==> config.mk <==
export PLATFORM = sky130hd
export DESIGN_NAME = lru_key_value_cache
export DESIGN_NICKNAME = d
export VERILOG_FILES = /design/src/lkv_pkg.sv /design/src/lkv_ctrl.sv /design/src/lkv_datapath.sv /design/src/lru_key_value_cache.sv
export SDC_FILE = /design/constraint.sdc
export NUM_CORES = 1
export LEC_CHECK = 0
export ABC_AREA = 0
export BUFFER_PORTS_ARGS = -buffer_cell sky130_fd_sc_hd__buf_2
export CAP_MARGIN = 30
export CORE_MARGIN = 1.5
export CORE_UTILIZATION = 65
export DETAILED_ROUTE_END_ITERATION = 8
export GPL_ROUTABILITY_DRIVEN = 0
export GPL_TIMING_DRIVEN = 0
export PLACE_DENSITY_LB_ADDON = 0.05
export SLEW_MARGIN = 10
export SYNTH_ARGS = -nofsm -noshare
export SYNTH_HDL_FRONTEND = slang
export SYNTH_SLANG_ARGS = --single-unit
==> constraint.sdc <==
create_clock -name clk_i -period 10.3 [get_ports clk_i]
set_clock_uncertainty 0.1 [all_clocks]
set_input_delay 1.03 -clock clk_i [delete_from_list [all_inputs] [get_ports clk_i]]
set_output_delay 1.03 -clock clk_i [all_outputs]
set_load 0.05 [all_outputs]
==> src/lkv_pkg.sv <==
package lkv_pkg;

  localparam int unsigned DATA_W = 32;
  localparam int unsigned CAP_W = 5;

  localparam logic [CAP_W-1:0] CAP_RESET = 5'd16;
  localparam logic OP_GET = 1'b0;
  localparam logic OP_PUT = 1'b1;
  localparam logic [DATA_W-1:0] MISS_VALUE = 32'hFFFF_FFFF;

  typedef struct packed {
    logic load;
    logic issue;
    logic upd_phase;
    logic decide;
    logic finish;
  } cmd_t;

  typedef struct packed {
    logic idx_last;
    logic need_update;
    logic out_free;
  } sts_t;

endpackage

==> src/lkv_ctrl.sv <==
module lkv_ctrl
  import lkv_pkg::*;
(
  input  logic clk_i,
  input  logic rst_ni,
  input  logic in_valid_i,
  output logic in_ready_o,
  input  sts_t sts_i,
  output cmd_t cmd_o
);

  typedef enum logic [6:0] {
    S_IDLE   = 7'b0000001,
    S_SCAN   = 7'b0000010,
    S_DRAIN  = 7'b0000100,
    S_DECIDE = 7'b0001000,
    S_UPDATE = 7'b0010000,
    S_UDRAIN = 7'b0100000,
    S_DONE   = 7'b1000000
  } state_e;

  state_e state_q, state_d;

  always_comb begin
    state_d = state_q;
    cmd_o = '0;
    in_ready_o = 1'b0;
    case (state_q)
      S_IDLE: begin
        in_ready_o = 1'b1;
        if (in_valid_i) begin
          cmd_o.load = 1'b1;
          state_d = S_SCAN;
        end
      end
      S_SCAN: begin
        cmd_o.issue = 1'b1;
        if (sts_i.idx_last) begin
          state_d = S_DRAIN;
        end
      end
      S_DRAIN: begin
        state_d = S_DECIDE;
      end
      S_DECIDE: begin
        cmd_o.decide = 1'b1;
        state_d = sts_i.need_update ? S_UPDATE : S_DONE;
      end
      S_UPDATE: begin
        cmd_o.issue = 1'b1;
        cmd_o.upd_phase = 1'b1;
        if (sts_i.idx_last) begin
          state_d = S_UDRAIN;
        end
      end
      S_UDRAIN: begin
        cmd_o.upd_phase = 1'b1;
        state_d = S_DONE;
      end
      S_DONE: begin
        if (sts_i.out_free) begin
          cmd_o.finish = 1'b1;
          state_d = S_IDLE;
        end
      end
      default: begin
        state_d = S_IDLE;
      end
    endcase
  end

  always_ff @(posedge clk_i or negedge rst_ni) begin
    if (!rst_ni) begin
      state_q <= S_IDLE;
    end else begin
      state_q <= state_d;
    end
  end

  // A transaction is taken only after the previous result has been handed to the output stage.
  assert property (@(posedge clk_i) disable iff (!rst_ni)
    cmd_o.load |=> state_q == S_SCAN)
    else $error("accepted transaction did not start a scan");

  assert property (@(posedge clk_i) disable iff (!rst_ni)
    cmd_o.decide |-> $past(state_q == S_DRAIN))
    else $error("decision taken before the scan drained");

  assert property (@(posedge clk_i) disable iff (!rst_ni)
    cmd_o.finish |=> in_ready_o)
    else $error("controller did not return to idle after a result");

endmodule

==> src/lkv_datapath.sv <==
module lkv_datapath
  import lkv_pkg::*;
#(
  parameter int unsigned MAX_ENTRIES = 16
) (
  input  logic              clk_i,
  input  logic              rst_ni,
  input  logic              cfg_we_i,
  input  logic [CAP_W-1:0]  cfg_wdata_i,
  input  logic              operation_i,
  input  logic [DATA_W-1:0] key_i,
  input  logic [DATA_W-1:0] value_i,
  input  cmd_t              cmd_i,
  output sts_t              sts_o,
  output logic              out_valid_o,
  input  logic              out_ready_i,
  output logic              hit_o,
  output logic [DATA_W-1:0] read_value_o,
  output logic              evicted_o,
  output logic [DATA_W-1:0] evicted_key_o
);

  localparam int unsigned IW = (MAX_ENTRIES > 1) ? $clog2(MAX_ENTRIES) : 1;
  localparam int unsigned CW = $clog2(MAX_ENTRIES + 1);
  localparam int unsigned EW = (CW > CAP_W) ? CW : CAP_W;

  logic [DATA_W-1:0] keys_mem [MAX_ENTRIES];
  logic [DATA_W-1:0] vals_mem [MAX_ENTRIES];
  logic [IW-1:0]     rank_mem [MAX_ENTRIES];

  logic [MAX_ENTRIES-1:0] valid_q, valid_d;
  logic [CW-1:0]          occ_q, occ_d;
  logic [CAP_W-1:0]       cap_q;

  logic              op_q;
  logic [DATA_W-1:0] key_q, val_q;
  logic [IW-1:0]     idx_q;

  logic              rd_vld_q;
  logic [IW-1:0]     rd_idx_q;
  logic [DATA_W-1:0] rd_key_q, rd_val_q;
  logic [IW-1:0]     rd_rank_q;

  logic              hit_q, free_found_q, any_q, evict_q;
  logic [IW-1:0]     hit_slot_q, hit_rank_q, free_slot_q, victim_slot_q, worst_q;
  logic [DATA_W-1:0] hit_val_q, victim_key_q;
  logic [IW-1:0]     slot_q, old_rank_q;

  logic              out_valid_q, out_hit_q, out_evicted_q;
  logic [DATA_W-1:0] out_read_q, out_evkey_q;

  logic          is_put, rd_entry_valid, scan_eval, upd_eval;
  logic          alloc, evict_d;
  logic [EW-1:0] cap_ext, eff_cap;
  logic [IW-1:0] slot_d, old_rank_d;
  logic          key_we, val_we, rank_we;
  logic [IW-1:0] rank_wdata;

  assign is_put = (op_q == OP_PUT);
  assign rd_entry_valid = valid_q[rd_idx_q];
  assign scan_eval = rd_vld_q && !cmd_i.upd_phase;
  assign upd_eval = rd_vld_q && cmd_i.upd_phase;

  assign cap_ext = EW'(cap_q);
  always_comb begin
    if (cap_q == '0) begin
      eff_cap = EW'(1);
    end else if (cap_ext > EW'(MAX_ENTRIES)) begin
      eff_cap = EW'(MAX_ENTRIES);
    end else begin
      eff_cap = cap_ext;
    end
  end

  always_comb begin
    alloc = 1'b0;
    evict_d = 1'b0;
    slot_d = hit_slot_q;
    old_rank_d = hit_rank_q;
    if (!hit_q && is_put) begin
      if (EW'(occ_q) < eff_cap) begin
        alloc = 1'b1;
        slot_d = free_slot_q;
        old_rank_d = IW'(occ_q);
      end else begin
        evict_d = 1'b1;
        slot_d = victim_slot_q;
        old_rank_d = worst_q;
      end
    end
  end

  assign key_we = cmd_i.decide && is_put && !hit_q;
  assign val_we = cmd_i.decide && is_put;

  always_comb begin
    rank_we = 1'b0;
    rank_wdata = rd_rank_q + IW'(1);
    if (upd_eval) begin
      if (rd_idx_q == slot_q) begin
        rank_we = 1'b1;
        rank_wdata = '0;
      end else if (rd_entry_valid && (rd_rank_q < old_rank_q)) begin
        rank_we = 1'b1;
      end
    end
  end

  always_comb begin
    valid_d = valid_q;
    occ_d = occ_q;
    if (cmd_i.decide && alloc) begin
      valid_d[free_slot_q] = 1'b1;
      occ_d = occ_q + CW'(1);
    end
  end

  always_ff @(posedge clk_i) begin
    if (key_we) begin
      keys_mem[slot_d] <= key_q;
    end
    rd_key_q <= keys_mem[idx_q];
  end

  always_ff @(posedge clk_i) begin
    if (val_we) begin
      vals_mem[slot_d] <= val_q;
    end
    rd_val_q <= vals_mem[idx_q];
  end

  always_ff @(posedge clk_i) begin
    if (rank_we) begin
      rank_mem[rd_idx_q] <= rank_wdata;
    end
    rd_rank_q <= rank_mem[idx_q];
  end

  always_ff @(posedge clk_i or negedge rst_ni) begin
    if (!rst_ni) begin
      valid_q <= '0;
      occ_q <= '0;
      cap_q <= CAP_RESET;
      rd_vld_q <= 1'b0;
      idx_q <= '0;
    end else begin
      valid_q <= valid_d;
      occ_q <= occ_d;
      if (cfg_we_i) begin
        cap_q <= cfg_wdata_i;
      end
      rd_vld_q <= cmd_i.issue;
      if (cmd_i.load) begin
        idx_q <= '0;
      end else if (cmd_i.issue) begin
        idx_q <= sts_o.idx_last ? '0 : idx_q + IW'(1);
      end
    end
  end

  always_ff @(posedge clk_i) begin
    rd_idx_q <= idx_q;
    if (cmd_i.load) begin
      op_q <= operation_i;
      key_q <= key_i;
      val_q <= value_i;
    end
  end

  always_ff @(posedge clk_i or negedge rst_ni) begin
    if (!rst_ni) begin
      hit_q <= 1'b0;
      free_found_q <= 1'b0;
      any_q <= 1'b0;
      evict_q <= 1'b0;
    end else if (cmd_i.load) begin
      hit_q <= 1'b0;
      free_found_q <= 1'b0;
      any_q <= 1'b0;
      evict_q <= 1'b0;
    end else begin
      if (scan_eval && rd_entry_valid && (rd_key_q == key_q)) begin
        hit_q <= 1'b1;
      end
      if (scan_eval && !rd_entry_valid) begin
        free_found_q <= 1'b1;
      end
      if (scan_eval && rd_entry_valid) begin
        any_q <= 1'b1;
      end
      if (cmd_i.decide) begin
        evict_q <= evict_d;
      end
    end
  end

  always_ff @(posedge clk_i) begin
    if (scan_eval && rd_entry_valid && (rd_key_q == key_q) && !hit_q) begin
      hit_slot_q <= rd_idx_q;
      hit_rank_q <= rd_rank_q;
      hit_val_q <= rd_val_q;
    end
    if (scan_eval && !rd_entry_valid && !free_found_q) begin
      free_slot_q <= rd_idx_q;
    end
    if (scan_eval && rd_entry_valid && (!any_q || (rd_rank_q > worst_q))) begin
      worst_q <= rd_rank_q;
      victim_slot_q <= rd_idx_q;
      victim_key_q <= rd_key_q;
    end
    if (cmd_i.decide) begin
      slot_q <= slot_d;
      old_rank_q <= old_rank_d;
    end
  end

  always_ff @(posedge clk_i or negedge rst_ni) begin
    if (!rst_ni) begin
      out_valid_q <= 1'b0;
    end else if (cmd_i.finish) begin
      out_valid_q <= 1'b1;
    end else if (out_ready_i) begin
      out_valid_q <= 1'b0;
    end
  end

  always_ff @(posedge clk_i) begin
    if (cmd_i.finish) begin
      out_hit_q <= hit_q;
      out_read_q <= (hit_q && !is_put) ? hit_val_q : MISS_VALUE;
      out_evicted_q <= evict_q;
      out_evkey_q <= evict_q ? victim_key_q : '0;
    end
  end

  assign sts_o.idx_last = (idx_q == IW'(MAX_ENTRIES - 1));
  assign sts_o.need_update = hit_q || is_put;
  assign sts_o.out_free = !out_valid_q || out_ready_i;

  assign out_valid_o = out_valid_q;
  assign hit_o = out_hit_q;
  assign read_value_o = out_read_q;
  assign evicted_o = out_evicted_q;
  assign evicted_key_o = out_evkey_q;

  assert property (@(posedge clk_i) disable iff (!rst_ni)
    occ_q >= $past(occ_q))
    else $error("occupancy decreased");

  assert property (@(posedge clk_i) disable iff (!rst_ni)
    occ_q <= CW'(MAX_ENTRIES))
    else $error("occupancy exceeds the store size");

  assert property (@(posedge clk_i) disable iff (!rst_ni)
    out_valid_q |-> !(out_hit_q && out_evicted_q))
    else $error("a hit reported an eviction");

  assert property (@(posedge clk_i) disable iff (!rst_ni)
    (cmd_i.decide && alloc) |=> $countones(valid_q) == $countones($past(valid_q)) + 1)
    else $error("allocation did not set exactly one valid bit");

endmodule

==> src/lru_key_value_cache.sv <==
// A get miss delivers its result after the lookup scan alone; a get hit or any put also runs
// the recency update pass first. A new transaction is taken only after the last one has
// finished. The lookup scan and the update pass each visit one entry per cycle through one
// memory port.
// Reset clears all valid bits and the occupancy count at once and sets capacity to 16.
module lru_key_value_cache
  import lkv_pkg::*;
#(
  parameter int unsigned MAX_ENTRIES = 16
) (
  input  logic              clk_i,
  input  logic              rst_ni,
  input  logic              cfg_we_i,
  input  logic [CAP_W-1:0]  cfg_wdata_i,
  input  logic              in_valid_i,
  output logic              in_ready_o,
  input  logic              operation_i,
  input  logic [DATA_W-1:0] key_i,
  input  logic [DATA_W-1:0] value_i,
  output logic              out_valid_o,
  input  logic              out_ready_i,
  output logic              hit_o,
  output logic [DATA_W-1:0] read_value_o,
  output logic              evicted_o,
  output logic [DATA_W-1:0] evicted_key_o
);

  cmd_t cmd;
  sts_t sts;

  lkv_ctrl u_ctrl (
    .clk_i      (clk_i),
    .rst_ni     (rst_ni),
    .in_valid_i (in_valid_i),
    .in_ready_o (in_ready_o),
    .sts_i      (sts),
    .cmd_o      (cmd)
  );

  lkv_datapath #(
    .MAX_ENTRIES (MAX_ENTRIES)
  ) u_datapath (
    .clk_i         (clk_i),
    .rst_ni        (rst_ni),
    .cfg_we_i      (cfg_we_i),
    .cfg_wdata_i   (cfg_wdata_i),
    .operation_i   (operation_i),
    .key_i         (key_i),
    .value_i       (value_i),
    .cmd_i         (cmd),
    .sts_o         (sts),
    .out_valid_o   (out_valid_o),
    .out_ready_i   (out_ready_i),
    .hit_o         (hit_o),
    .read_value_o  (read_value_o),
    .evicted_o     (evicted_o),
    .evicted_key_o (evicted_key_o)
  );

endmodule
* Yosys cells after proc, flatten, opt, wreduce, memory -nomap -nowiden
Memory sizes are Yosys's and may differ from the RTL's. A register that Yosys moved wholly into a read port is not among the register bits.
Cells that the tools add are included.
** Operators by class
- Add/sub/neg operators :: 3
- Multipliers :: 0
- Div/mod/pow operators :: 0
- Order comparisons :: 7
- Eq/ne operators :: 14
- Shifts and indexed selects :: 0
- Multiplexer cells :: 52
- Bitwise operators :: 1
- Reduce and logical (&&, ||, !) cells :: 35
** Operators by type and width (number)
- one-hot mux 7 bit (7 select lines) :: 1
- two-way mux 4 bit :: 9
- two-way mux 7 bit :: 5
- two-way mux 1 bit :: 33
- equality test 32 bit :: 1
- OR 16 bit :: 1
- logical AND 1 bit :: 15
- nonzero test 2 bit :: 6
- less-than comparator 4 x 5 -> 1 bit (second input constant) :: 2
- two-way mux 5 bit :: 2
- adder 4 x 1 -> 4 bit (second input constant) :: 2
- equality test 7 x 1 -> 1 bit (second input constant) :: 1
- equality test 7 x 2 -> 1 bit (second input constant) :: 1
- equality test 7 x 3 -> 1 bit (second input constant) :: 1
- equality test 7 x 4 -> 1 bit (second input constant) :: 1
- equality test 7 x 5 -> 1 bit (second input constant) :: 1
- equality test 7 x 6 -> 1 bit (second input constant) :: 1
- equality test 7 bit (second input constant) :: 1
- logical NOT 1 bit :: 7
- adder 5 x 1 -> 5 bit (second input constant) :: 1
- greater-than comparator 5 bit (second input constant) :: 1
- logical NOT 5 bit :: 1
- less-than comparator 5 bit :: 1
- binary-select mux 1 bit (select 4 bit) :: 1
- other kinds (11) :: 16
** Storage, ports and cells
- Register bits :: 270
- Latch bits :: 0
- Bits in writable memories :: 1088
- Bits in read-only memories :: 0
- Bits of input ports :: 75
- Output and inout bits :: 68
- Memories kept :: 3
** Memory list
- u_datapath.keys_mem :: depth 16, bits a word 32, rd ports 1, clocked after Yosys merged registers in 1, wr ports 1, line lkv_datapath.sv:27 : logic [DATA_W-1:0] keys_mem [MAX_ENTRIES];
- u_datapath.vals_mem :: depth 16, bits a word 32, rd ports 1, clocked after Yosys merged registers in 1, wr ports 1, line lkv_datapath.sv:28 : logic [DATA_W-1:0] vals_mem [MAX_ENTRIES];
- u_datapath.rank_mem :: depth 16, bits a word 4, rd ports 1, clocked after Yosys merged registers in 1, wr ports 1, line lkv_datapath.sv:29 : logic [IW-1:0] rank_mem [MAX_ENTRIES];

* Logic depth before layout (Yosys ltp)
- Depth in word-level cells :: 9
- Depth in mapped cells :: 10
- Gate-level depth less buffers :: 9

* Hierarchy
Synthesis repeated with hierarchy kept, for this count alone.
** Second synthesis, totals
- Cell total of the unflattened synthesis :: 2315
- Area, all modules :: 53018.3 um^2
** Modules (own cells, without submodules)
- lkv_datapath :: times used 1, cells an instance 2262, area each 52524.1 um^2
- lkv_ctrl :: times used 1, cells an instance 53, area each 494.2 um^2

* Worst setup path after synthesis
OpenSTA, ideal clock, no wires.
- Path kind :: register to register
- Start point :: reg u_datapath.cap_q[4], in the netlist u_datapath.cap_ext[4]
- End point :: mem u_datapath.vals_mem[1][0] (enable)
- Library setup time :: 0.502 ns
- Data arrival time :: 5.128 ns
- Data required time :: 9.698 ns
- Path slack :: 4.570 ns
- Stages on the path, launching flop included :: 9
- Path buffers :: 1
- Period minus slack after synthesis :: 5.730 ns
- Cell sequence :: dfstp_2 inv_1 ha_1 a21oi_1 o21a_1 a21boi_0 o31a_1 clkbuf_1 nor4_1
** On the way
- Longest elaborated chain between the ends :: 6
- Elaborated cells on any way between the ends :: 7
- Classes of those cells :: order compare: 2; mux: 4; reduce/logical: 1
** Ends and longest elaborated chain
- start: declaration :: line lkv_datapath.sv:33 : logic [CAP_W-1:0] cap_q;
- start signal: assignment :: line lkv_datapath.sv:150 : cap_q <= cfg_wdata_i;
- greater-than comparator 5 bit :: line lkv_datapath.sv:68 : end else if (cap_ext > EW'(MAX_ENTRIES)) begin
- two-way mux 5 bit :: line lkv_datapath.sv:68
- two-way mux 5 bit (*) :: line lkv_datapath.sv:66 : if (cap_q == '0) begin
- less-than comparator 5 bit (*) :: line lkv_datapath.sv:81 : if (EW'(occ_q) < eff_cap) begin
- two-way mux 4 bit (*) :: line lkv_datapath.sv:81
- two-way mux 4 bit (*) :: line lkv_datapath.sv:80 : if (!hit_q && is_put) begin
- via u_datapath.slot_d[3] :: line lkv_datapath.sv:55 : logic [IW-1:0] slot_d, old_rank_d;
- end: declaration :: line lkv_datapath.sv:28
Mark *: on every way through the listed nets, which the timed path passes. The rest lies on a longest branch.

* Worst setup path in the final report
- Start point :: reg u_datapath.cap_q[4], in the netlist u_datapath.cap_ext[4]
- End point :: mem u_datapath.vals_mem[10][27] (enable)
Same word-level chain as after synthesis.

==> results.json <==
{
  "status": "complete, no violations",
  "cts_setup_buffers": 0,
  "clk_latency_ns": 0.75,
  "overflow": 0,
  "hold_viol_final": 0,
  "endpoint_kind": "register",
  "syn_nets": 2887,
  "cts_tree": "yes",
  "clock_path_buffers": 3,
  "vias": 28847,
  "grt_pass1_vias": 29129,
  "cts.clk_slew.worst_paths_ns": 0.06,
  "crit_fanout": 10,
  "fin_ws_ns": 5.57,
  "drc": 0,
  "max-vdd-ir-drop_mv": 0.214,
  "tns_ns": 0,
  "largest_registers": "u_datapath.keys_mem x512, u_datapath.vals_mem x512, u_datapath.rank_mem x64",
  "antenna_cells": 0,
  "cts_buffers": 141,
  "hold_path.class": "input pin to asynchronous set/reset pin",
  "synthCells": 2798,
  "dieArea_mm2": 0.0841,
  "grt_max_degree": 57,
  "start_kind": "register",
  "start_util_pct": 65.4,
  "worst_pin_slew_ns": 1.03,
  "htree_levels": 4,
  "critPathArrivalTime_ns": 5.07,
  "ys_async_sr_fraction_pct": 3.02,
  "synth_seq_area_share_pct": 78.3,
  "core_mm2": 0.0818,
  "crit_type": "register to register",
  "place.port_buffers": 142,
  "rrSetupSlack_ns": 5.57,
  "maxCapViolCount": 0,
  "place_ws_ns": 5.70,
  "slew_headroom_pct": 31.0,
  "antenna_left": 0,
  "period_minus_slack_ns": 4.73,
  "drt_wl_total_um": 129000,
  "layout-drive-gt1-share_pct": 23.9,
  "synth-main-ff-cell": "edfxtp_1",
  "setup-violations-final": 0,
  "synth.distinct_cells": 59,
  "root_buffer": "clkbuf_16",
  "antenna_found_initial": 1,
  "wire_per_inst_um": 29.0,
  "dieWidth_um": 290,
  "syn_to_final_growth_pct": 16.1,
  "cts_resized": 0,
  "synth.avg_cell_area_um2": 19.1,
  "firstDrtPassIters": 6,
  "grt_util_all_layers_pct": 31.0,
  "hpwl_um": 86300,
  "ys_warn_count": 0,
  "required_ns": 10.64,
  "fmax_mhz": 211,
  "slew_violations": 0,
  "final_nets": 3332,
  "synth_seq_cells": 1426,
  "post-route-util_pct": 75.9,
  "synth_edf_count": 1311,
  "fp.dieH_um": 290,
  "rsz0062_at_grt": "no",
  "fin_crit_sh_pct": 46.0,
  "cts_num_sinks": 1426,
  "vias_per_cell": 6.51,
  "row_count": 105,
  "drt_iter0_drc": 3159,
  "leakagePower_nw": 21.0,
  "grt_pass1_wl_um": 188000,
  "io_pins": 143,
  "synthesis.area_mm2": 0.0535,
  "cts_hold_buf": 0,
  "power_density_mw_per_mm2": 236
}
[metrics by stage]
| stage | hold WS, ns | cell area, µm² | cells | total power, mW |
|---|---|---|---|---|
| after floorplan | 0.268 | 53500 | 2798 | 8.70 |
| after global placement | 0.290 | 55600 | 4010 | 9.47 |
| after detailed placement | 0.289 | 57400 | 4161 | 9.64 |
| after CTS | 0.301 | 62000 | 4422 | 14.7 |
| after global routing | 0.158 | 62100 | 4431 | 15.1 |
| final | 0.148 | 62100 | 4431 | 14.6 |
[kinds of logic after synthesis]
logic type | synth area share [%]
buffers and inverters | 1.17
and+or+nand+nor | 2.84
muxes | 11.5
AOI/OAI and AO/OA | 5.17
xor gates and xnor gates | 0.753
adders and majority gates | 0.327
DFF | 78.3
[worst max-delay path, stage by stage (launching register included)]
cell and delay, ns:
dfstp_2 0.53, inv_1 0.08, ha_1 0.33, a21oi_1 0.22, o21a_1 0.41, a21boi_0 0.24, o22ai_2 0.31, clkinv_1 0.38
buf_2 0.35, nor3_2 0.75, buf_4 0.33, buf_6 0.17, buf_4 0.21
[metal layers]
layer	wire length, µm	up-vias	part of all wire, %	GRT usage (%)
li1	-	12188	-	-
met1	50000	14880	39	42.0
met4	4990	0	3.9	12.9
met2	63800	1488	50	50.9
met3	9880	291	7.7	5.16
met5	0	-	0	0
[final timing paths]
check | startpoint | cells after the start | end
worst max register to register | u_datapath.cap_ext[4]$_DFFE_PN1P_ | 12 | u_datapath.vals_mem[10][27]$_DFFE_PP_
worst min register to register | u_datapath.rd_val_q[19]$_DFF_P_ | 0 | u_datapath.hit_val_q[19]$_DFFE_PP_
max in group asynchronous | rst_ni | 2 | u_datapath.cap_ext[4]$_DFFE_PN1P_
min in group clk_i | u_datapath.rd_val_q[19]$_DFF_P_ | 0 | u_datapath.hit_val_q[19]$_DFFE_PP_
worst max-delay path | u_datapath.cap_ext[4]$_DFFE_PN1P_ | 12 | u_datapath.vals_mem[10][27]$_DFFE_PP_
worst min-delay path | rst_ni | 1 | u_ctrl.state_q[2]$_DFFE_PN0P_
[Yosys cell counts (3+ instances only)]
cell type | number | share of area, %
nand3_1 | 10 | 0.094
and2_1 | 36 | 0.42
dfrtp_1 | 41 | 1.9
xor2_1 | 40 | 0.65
nor4_1 | 15 | 0.18
ha_1 | 14 | 0.33
nand4_1 | 6 | 0.070
o21ai_0 | 155 | 1.4
edfxtp_1 | 1311 | 74
a221oi_1 | 68 | 1.1
nand2b_1 | 40 | 0.47
a31oi_1 | 6 | 0.070
o21ai_1 | 5 | 0.047
inv_1 | 17 | 0.12
mux4_2 | 140 | 5.9
a21o_1 | 12 | 0.17
nand2_1 | 102 | 0.72
mux2i_1 | 214 | 4.0
a21oi_1 | 91 | 0.85
nor2_1 | 20 | 0.14
nor3_2 | 8 | 0.15
a31o_2 | 7 | 0.11
buf_2 | 18 | 0.17
nor2b_1 | 10 | 0.12
clkbuf_1 | 87 | 0.61
a21boi_0 | 3 | 0.042
and3_1 | 5 | 0.058
o21a_1 | 5 | 0.070
buf_1 | 29 | 0.20
dfxtp_1 | 72 | 2.7
xnor2_1 | 6 | 0.098
mux2_2 | 75 | 1.6
nor3_1 | 26 | 0.24
a22oi_1 | 69 | 0.97
o41ai_1 | 3 | 0.049
[layout make-up]
| cell class | instances | area, µm² |
|---|---|---|
| plain buffers | 137 | 558 |
| clock buffers | 190 | 3960 |
| clock inverters | 71 | 666 |
| fillers | 4506 | 19700 |
| inverters | 19 | 76.3 |
| multi-input cells | 1216 | 11200 |
| flip-flops and latches | 1426 | 41900 |
| well taps | 1070 | 1340 |
| repair buffers | 302 | 2430 |
[power by group]
part           switching [mW]  internal, mW
registers               0.353          6.89
logic                    1.36         0.960
clock network            2.16          2.92
total                    3.87          10.8
[layout by cell type (no fill, tap or decap), types with 16 or more instances in the layout]
master        n
clkbuf_16   145
nor2_1       19
a22oi_1      69
nor3_2       20
mux2i_1     214
nand2_1     102
mux4_2      140
buf_1        29
clkinv_2     26
dfrtp_1      41
a221oi_1     68
inv_1        17
a21oi_1      91
buf_2       161
buf_6        37
clkbuf_8     16
and2_1       35
mux2_2       75
buf_8        35
buf_4        81
dfxtp_1      72
clkbuf_1    114
o21ai_0     155
edfxtp_1   1311
clkinv_1     21
xor2_1       40
nand2b_1     40
Note: power is estimated with default switching activity, not from simulation.
